<file path="src/esc_pkg.sv">
// ----------------------------------------------------------------------------
// esc_pkg
// Shared types and constants of the error statistics checker.
// ----------------------------------------------------------------------------
`default_nettype none

package esc_pkg;

    // Fixed field widths
    localparam int unsigned DATA_W  = 24;
    localparam int unsigned POS_W   = 16;
    localparam int unsigned SUM_W   = 64;
    localparam int unsigned ROOT_W  = 32;
    localparam int unsigned SREM_W  = 34;
    localparam int unsigned STEP_W  = 6;
    localparam int unsigned IDX_W   = 8;

    // Configuration register indexes
    localparam logic [IDX_W-1:0] REG_RMS_LIMIT = 8'd0;
    localparam logic [IDX_W-1:0] REG_MAX_LIMIT = 8'd1;

    // Last iteration of the divider (64 quotient bits) and of the root (32 bits)
    localparam logic [STEP_W-1:0]   DIV_LAST_STEP  = 6'd63;
    localparam logic [STEP_W-2:0]   SQRT_LAST_STEP = 5'd31;

    // Controller states
    typedef enum logic [2:0] {
        ST_ACC,
        ST_FLUSH0,
        ST_FLUSH1,
        ST_LOAD,
        ST_DIV,
        ST_SQRT,
        ST_DONE
    } t_state;

    // Controller to datapath commands
    typedef struct packed {
        logic accept;     // input word taken this cycle
        logic load;       // load divider with sum and count
        logic div_step;   // one quotient bit
        logic sqrt_step;  // one root bit
        logic finish;     // load result register, clear statistics
    } t_cmd;

    // Datapath to controller status
    typedef struct packed {
        logic div_last;
        logic sqrt_last;
        logic out_busy;   // result register full and not taken
    } t_stat;

endpackage

`default_nettype wire

</file>
<file path="src/esc_dp.sv">
// ----------------------------------------------------------------------------
// esc_dp
// Datapath: error pipeline, statistics, shared divide / root unit, result word.
// ----------------------------------------------------------------------------
`default_nettype none

module esc_dp
    import esc_pkg::*;
#(
    parameter int unsigned MAX_ITEMS    = 65536,
    parameter int unsigned SAMPLE_WIDTH = 24
) (
    input  wire logic                i_clk,
    input  wire logic                i_rst_n,
    input  wire t_cmd                i_cmd,
    output t_stat                    o_stat,
    input  wire logic [DATA_W-1:0]   i_actual,
    input  wire logic [DATA_W-1:0]   i_reference,
    input  wire logic                i_cfg_valid,
    input  wire logic [IDX_W-1:0]    i_cfg_index,
    input  wire logic [DATA_W-1:0]   i_cfg_data,
    input  wire logic                i_out_ready,
    output logic                     o_out_valid,
    output logic [DATA_W-1:0]        o_rms_error,
    output logic [DATA_W-1:0]        o_max_error,
    output logic [POS_W-1:0]         o_max_position,
    output logic [DATA_W-1:0]        o_first_error,
    output logic [POS_W-1:0]         o_first_position,
    output logic                     o_pass
);

    localparam int unsigned CW   = $clog2(MAX_ITEMS + 1);
    localparam int unsigned EXTW = DATA_W + 1 - SAMPLE_WIDTH;

    // Configuration
    logic [DATA_W-1:0] r_rms_limit;
    logic [DATA_W-1:0] r_max_limit;

    always_ff @(posedge i_clk) begin
        if (!i_rst_n) begin
            r_rms_limit <= '0;
            r_max_limit <= '0;
        end else if (i_cfg_valid) begin
            if (i_cfg_index == REG_RMS_LIMIT) begin
                r_rms_limit <= i_cfg_data;
            end
            if (i_cfg_index == REG_MAX_LIMIT) begin
                r_max_limit <= i_cfg_data;
            end
        end
    end

    // Stage 0: sign extend, difference, magnitude, clamped index
    logic signed [DATA_W:0] w_act;
    logic signed [DATA_W:0] w_ref;
    logic signed [DATA_W:0] w_diff;
    logic [DATA_W:0]        w_mag;
    logic [CW-1:0]          r_count;
    logic [CW-1:0]          w_idx_c;
    logic [31:0]            w_idx_w;
    logic [POS_W-1:0]       w_idx;

    assign w_act  = {{EXTW{i_actual[SAMPLE_WIDTH-1]}}, i_actual[SAMPLE_WIDTH-1:0]};
    assign w_ref  = {{EXTW{i_reference[SAMPLE_WIDTH-1]}}, i_reference[SAMPLE_WIDTH-1:0]};
    assign w_diff = w_act - w_ref;
    assign w_mag  = w_diff[DATA_W] ? (DATA_W+1)'(-w_diff) : w_diff;

    assign w_idx_c = (r_count < CW'(MAX_ITEMS)) ? r_count : CW'(MAX_ITEMS - 1);
    assign w_idx_w = 32'(w_idx_c);
    assign w_idx   = (w_idx_w > 32'hFFFF) ? '1 : w_idx_w[POS_W-1:0];

    // Stage 1 and 2 registers
    logic                     r_s1_valid;
    logic [DATA_W-1:0]        r_s1_err;
    logic [POS_W-1:0]         r_s1_idx;
    logic                     r_s2_valid;
    logic [2*DATA_W-1:0]      r_sq;

    always_ff @(posedge i_clk) begin
        if (!i_rst_n) begin
            r_s1_valid <= 1'b0;
            r_s2_valid <= 1'b0;
        end else begin
            r_s1_valid <= i_cmd.accept;
            r_s2_valid <= r_s1_valid;
        end
    end

    always_ff @(posedge i_clk) begin
        r_s1_err <= w_mag[DATA_W-1:0];
        r_s1_idx <= w_idx;
        r_sq     <= r_s1_err * r_s1_err;
    end

    // Statistics
    logic [SUM_W-1:0]  r_sum;
    logic [DATA_W-1:0] r_largest;
    logic [POS_W-1:0]  r_largest_idx;
    logic [DATA_W-1:0] r_early;
    logic [POS_W-1:0]  r_early_idx;
    logic              r_early_seen;
    logic [SUM_W:0]    w_sum_add;

    assign w_sum_add = {1'b0, r_sum} + (SUM_W+1)'(r_sq);

    always_ff @(posedge i_clk) begin
        if (!i_rst_n || i_cmd.finish) begin
            r_sum         <= '0;
            r_count       <= '0;
            r_largest     <= '0;
            r_largest_idx <= '0;
            r_early       <= '0;
            r_early_idx   <= '0;
            r_early_seen  <= 1'b0;
        end else begin
            // saturating pair count
            if (i_cmd.accept && (r_count != CW'(MAX_ITEMS))) begin
                r_count <= r_count + 1'b1;
            end
            // first error above the limit, and largest error on strict greater
            if (r_s1_valid) begin
                if (!r_early_seen && (r_s1_err > r_max_limit)) begin
                    r_early_seen <= 1'b1;
                    r_early      <= r_s1_err;
                    r_early_idx  <= r_s1_idx;
                end
                if (r_s1_err > r_largest) begin
                    r_largest     <= r_s1_err;
                    r_largest_idx <= r_s1_idx;
                end
            end
            // saturating sum of squares
            if (r_s2_valid) begin
                r_sum <= w_sum_add[SUM_W] ? '1 : w_sum_add[SUM_W-1:0];
            end
        end
    end

    // Shared divide / root unit: restoring divide, then digit-by-digit root
    // on the quotient shifted out two bits a step.
    logic [SUM_W-1:0]  r_quo;
    logic [CW-1:0]     r_drem;
    logic [CW-1:0]     r_div;
    logic [STEP_W-1:0] r_step;
    logic [ROOT_W-1:0] r_root;
    logic [SREM_W-1:0] r_srem;

    logic [CW:0]       w_dtry;
    logic              w_dge;
    logic [CW:0]       w_dsub;
    logic [SREM_W+1:0] w_stry;
    logic [SREM_W+1:0] w_strial;
    logic              w_sge;
    logic [SREM_W+1:0] w_ssub;

    assign w_dtry   = {r_drem, r_quo[SUM_W-1]};
    assign w_dge    = w_dtry >= {1'b0, r_div};
    assign w_dsub   = w_dtry - {1'b0, r_div};

    assign w_stry   = {r_srem, r_quo[SUM_W-1:SUM_W-2]};
    assign w_strial = {2'b00, r_root, 2'b01};
    assign w_sge    = w_stry >= w_strial;
    assign w_ssub   = w_stry - w_strial;

    always_ff @(posedge i_clk) begin
        if (i_cmd.load) begin
            r_quo  <= r_sum;
            r_div  <= r_count;
            r_drem <= '0;
            r_step <= '0;
            r_root <= '0;
            r_srem <= '0;
        end else if (i_cmd.div_step) begin
            r_quo  <= {r_quo[SUM_W-2:0], w_dge};
            r_drem <= w_dge ? w_dsub[CW-1:0] : w_dtry[CW-1:0];
            r_step <= r_step + 1'b1;
        end else if (i_cmd.sqrt_step) begin
            r_quo  <= {r_quo[SUM_W-3:0], 2'b00};
            r_srem <= w_sge ? w_ssub[SREM_W-1:0] : w_stry[SREM_W-1:0];
            r_root <= {r_root[ROOT_W-2:0], w_sge};
            r_step <= r_step + 1'b1;
        end
    end

    // Result register
    logic [DATA_W-1:0] w_rms;

    assign w_rms = r_root[DATA_W-1:0];

    always_ff @(posedge i_clk) begin
        if (!i_rst_n) begin
            o_out_valid <= 1'b0;
        end else if (i_cmd.finish) begin
            o_out_valid <= 1'b1;
        end else if (i_out_ready) begin
            o_out_valid <= 1'b0;
        end
    end

    always_ff @(posedge i_clk) begin
        if (i_cmd.finish) begin
            o_rms_error      <= w_rms;
            o_max_error      <= r_largest;
            o_max_position   <= r_largest_idx;
            o_first_error    <= r_early_seen ? r_early : '0;
            o_first_position <= r_early_seen ? r_early_idx : '0;
            o_pass           <= (w_rms <= r_rms_limit) && (r_largest <= r_max_limit);
        end
    end

    // Status
    assign o_stat.div_last  = (r_step == DIV_LAST_STEP);
    assign o_stat.sqrt_last = (r_step[STEP_W-2:0] == SQRT_LAST_STEP);
    assign o_stat.out_busy  = o_out_valid && !i_out_ready;

endmodule

`default_nettype wire

</file>
<file path="config.mk">
export PLATFORM = sky130hd
export DESIGN_NAME = esc_dp
export DESIGN_NICKNAME = d
export VERILOG_FILES = /design/src/esc_pkg.sv /design/src/esc_dp.sv
export SDC_FILE = /design/constraint.sdc
export NUM_CORES = 2
export LEC_CHECK = 0
export BUFFER_PORTS_ARGS = -buffer_cell sky130_fd_sc_hd__buf_2
export CAP_MARGIN = 20
export CORE_MARGIN = 1.5
export CORE_UTILIZATION = 45
export DETAILED_ROUTE_END_ITERATION = 6
export MAX_ROUTING_LAYER = met4
export SLEW_MARGIN = 5
export SYNTH_ARGS = -nofsm -noshare
export SYNTH_HDL_FRONTEND = slang
export SYNTH_SLANG_ARGS = --single-unit
</file>
<file path="constraint.sdc">
create_clock -name i_clk -period 8.95 [get_ports i_clk]
set_input_delay 1.79 -clock i_clk [delete_from_list [all_inputs] [get_ports i_clk]]
set_output_delay 1.79 -clock i_clk [all_outputs]
set_load 0.03 [all_outputs]
</file>
Yosys cells after proc, flatten, opt, wreduce, memory -nomap -nowiden
Cells that the tools add are included.
- equality and inequality tests: 4
- $mul: 1
- mux-type cells: 12
- add/subtract/negate cells: 7
- bitwise operators: 1
- reduce and logical (&&, ||, !) cells: 17
- order comparisons: 8
- operators with widths (operator ; count):
    $mux 64 ; 4
    $add 64x48->65 ; 1
    $gt 24x24->1 ; 2
    $le 24x24->1 ; 2
    $mul 24x24->48 ; 1
    $ge 36x34->1 ; 1
    $mux 17 ; 2
    $mux 34 ; 1
    $sub 34x34->34 ; 1
    $sub 24x24->25 ; 1
    $mux 24 ; 1
    $neg 24->24 ; 1
    $ge 18x17->1 ; 1
    $add 17x1->17 const B ; 1
    $gt 17x16->1 const B ; 1
    $lt 17x17->1 const B ; 1
    $ne 17x17->1 const B ; 1
    $sub 17x17->17 ; 1
    $mux 6 ; 2
    $reduce_and 2->1 ; 5
    $eq 8x1->1 const B ; 1
    $logic_not 8->1 ; 1
    $add 6x1->6 const B ; 1
    $eq 6x6->1 const B ; 1
    other kinds (8) ; 15
- output and inout bits: 109
- input port bits: 89
- bits in registers: 576
- logic and storage cells: 77

Longest topological paths before layout
- depth in word-level cells: 3
- gate-level depth with buffers: 27
- mapped depth without buffers: 27

Least setup slack after synthesis
OpenSTA, ideal clock, no wires.
- kind: flip-flop to flip-flop
- start point: register r_s1_err[6]
- end point: register r_sq[47]
- buffers on the path: 1
- data arrival time: 7.014 ns
- clock period less this slack: 7.134 ns
- cell stages (with the launch flop): 28
- setup slack: 1.816 ns
- cells stage by stage: dfxtp_1 -> clkbuf_1 -> nand2_1 -> fa_1 -> inv_1 -> fa_1 -> inv_1 -> fa_1 -> inv_1 -> fa_1 -> inv_1 -> fa_1 -> inv_1 -> fa_1 -> inv_1 -> fa_1 -> inv_1 -> ha_1 -> nand3_1 -> a211oi_1 -> a211oi_1 -> a2111oi_0 -> o21ai_0 -> a21oi_1 -> a41oi_1 -> o21ai_0 -> a21oi_1 -> xnor2_1
- cells in the longest elaborated chain, start to end: 1
- ends and longest elaborated chain (element ; line ; source):
    from (decl) ; esc_dp.sv:74 ; logic [DATA_W-1:0] r_s1_err;
    from (signal assigned) ; esc_dp.sv:90 ; r_s1_err <= w_mag[DATA_W-1:0];
    $mul 24x24->48 ; esc_dp.sv:92 ; r_sq <= r_s1_err * r_s1_err;
    to (signal assigned) ; esc_dp.sv:92 ;
    to (decl) ; esc_dp.sv:77 ; logic [2*DATA_W-1:0] r_sq;
Every way passes these cells.
A chain may end at the register's enable or synchronous reset.

Final worst setup path
- start point: register r_s1_err[4]
- end point: register r_sq[47]
Same word-level chain as after synthesis.

==> flow_summary.toml <==
[global_routing]
track_usage = 0.228
grt_pass1_vias = 34676
grt_overflow_total = 0
grt_max_degree = 104
grt_antenna_before_repair = 2
grt_pass1_wl_mm = 185

[critical_path]
critPathMaxFanout = 16
cp.required_ns = 9.47
cpPeakStageDelay_ns = 0.69
cp-end-kind = "register"
worstSetupStartpointType = "register"
critPathKind = "reg2reg"
critPathArrivalTime_ns = 8.58
crit_path_top_delay_cell = "dfxtp_1"

[place]
dp_hpwl_mm = 86.7
place.port_buffers = 197
gp_congestion = 0.883

[route]
vias = 34283
routed_via_density = 5.26
first_pass_iters = 5
wire_per_inst_um = 17.4
drt_iter0_markers = 1845
remaining_drc_errors = 0
antenna_left = 0
wirelength_mm = 114

[job]
drv_cap = 0

[sta]
worst_slew_pin_slew_ns = 0.939
finalCriticalPeriod_ns = 8.07
setup-tns-final_ns = 0
rsz0062_at_grt = "no"
hold_violations = 0
relSlewSlack = 0.374
timing.fmax_ghz = 0.124
period_share = 0.901
setup_viol = 0
fin_skew_ns = 0.0377
report.final.slew_viol_count = 0

[die]
start_util = 0.454
num_rows = 117
design.portCount = 198
die_area_um2 = 105000
die_width_um = 324
fp.dieH_um = 324
design.core.area_um2 = 102000

[synth]
synth_cell_type_count = 81
yosysWarnings = 0
netlist_instances = 4976
async_flop_share = 0
syn_nets = 5902
yosysTopAreaCellShare = 0.188
yosysSeqAreaShare = 0.289
syn-cell-area_um2 = 46300
yosysTopAreaCell = "fa_1"
synth-seq-cells = 575
ys.flop_type = "dfxtp_1"
synthTopCellsByArea = "fa_1 19%, dfxtp_1 17%, edfxtp_1 12%, ha_1 11%, inv_1 6.4%"
avgSynthCellArea_um2 = 9.30
synth_edf_count = 186

[final_layout]
area_growth_pct = 10.2
final_core_util = 0.500
final_common_cell = "inv_1"
n_antenna_cell = 0
drive_gt1_frac = 0.0810
layout_common_cells = "792 x inv_1, 435 x fa_1, 425 x nand2_1, 402 x ha_1, 389 x dfxtp_1"
final_nets = 6021

[clocking]
clock_path_buffers = 3
cts_root_buf = "clkbuf_16"
cts_setup_buffers = 0
cts_tree = "built"
clk_pin_slew_ns = 0.06
cts_resized = 0
cts.sinks = 575
htreeDepth = 3
cts_hold_buf = 0
cts_made_buffers = 67
clock_latency_ns = 0.66

[outcome]
outcome = "complete, no violations"

[hold_path]
hp-class = "reg2reg"
metal layers:
| metal | up-vias | global-route usage | routed length [µm] |
|---|---|---|---|
| li1 | 16736 | - | - |
| met1 | 16786 | 0.293 | 51700 |
| met2 | 608 | 0.382 | 55100 |
| met3 | 153 | 0.0279 | 4440 |
| met4 | 0 | 0.0530 | 2320 |
| met5 | - | - | 0 |
flip-flops by register name, indices dropped and copies added, names as in the netlist, 24 cells and up:
| name | flops |
|---|---|
| o_first_error | 24 |
| o_max_error | 24 |
| r_largest | 24 |
| r_rms_limit | 24 |
| r_sq | 47 |
| r_max_limit | 24 |
| r_quo | 64 |
| r_s1_err | 24 |
| r_srem | 34 |
| r_root | 32 |
| r_sum | 64 |
| o_rms_error | 24 |
| r_early | 24 |
cell families after synthesis:
family | Yosys count | share of synthesized area
xor+xnor | 196 | 0.0374
flops | 575 | 0.289
fa+ha+maj | 837 | 0.297
mux | 172 | 0.0373
compound gates | 962 | 0.129
buf+inv | 992 | 0.0809
simple gates | 1242 | 0.130
synth_stat cells, drive strengths merged (10+ instances only):
cell type and instances:
a211oi 49, a21boi 14, a21o 103, a21oi 305, a31oi 23, a41oi 10
and2 167, and3 27, buf 29, clkbuf 171, dfxtp 389, edfxtp 186
fa 435, ha 402, inv 792, mux2i 169, nand2 426, nand2b 22
nand3 96, nand4 43, nor2 247, nor2b 81, nor3 50, nor4 12
o211ai 14, o21a 40, o21ai 257, o21bai 27, o31ai 41, or2 23
or3 12, xnor2 113, xor2 82
worst paths after layout:
path	cells after the start	slack, ns	endpoint	startpoint
worst max-delay path	28	0.88	r_sq[47]	r_s1_err[4]
worst min register to register	0	0.42	o_max_position[1]	r_largest_idx[1]
worst min-delay path	0	0.42	o_max_position[1]	r_largest_idx[1]
worst max register to register	28	0.88	r_sq[47]	r_s1_err[4]
critical path: cells and delay by family (launching register included):
family,cells,cell delay (ns)
buffers and inverters,9,0.95
AOI/OAI and AO/OA,7,2.01
and+or+nand+nor,3,0.37
DFF,1,0.69
xor gates and xnor gates,1,0.09
adders and majority gates,8,3.81
layout make-up:
cell class                 count  area (µm²)
fill                        9693       50900
multi-input combinational   3409       29200
sequential                   575       13400
inverter                     792        2970
clock buffer                  96        1960
tap                         1368        1710
timing repair buffer         250        1420
clock inverter                28         310
metrics by stage:
step	instance area, µm²	std cells	hold WS, ns	worst slack (ns)
finish	51000	6518	0.421	0.882
global route	51000	6518	0.434	0.494
CTS	50900	6517	0.421	0.964
detailed placement	48700	6393	0.414	1.00
global placement	48700	6393	0.413	1.05
floorplan	46300	4976	0.373	1.82
Power is left out: the tool's default activity adds up to more than one toggle a clock period on the data nets, which glitch-free logic cannot reach.
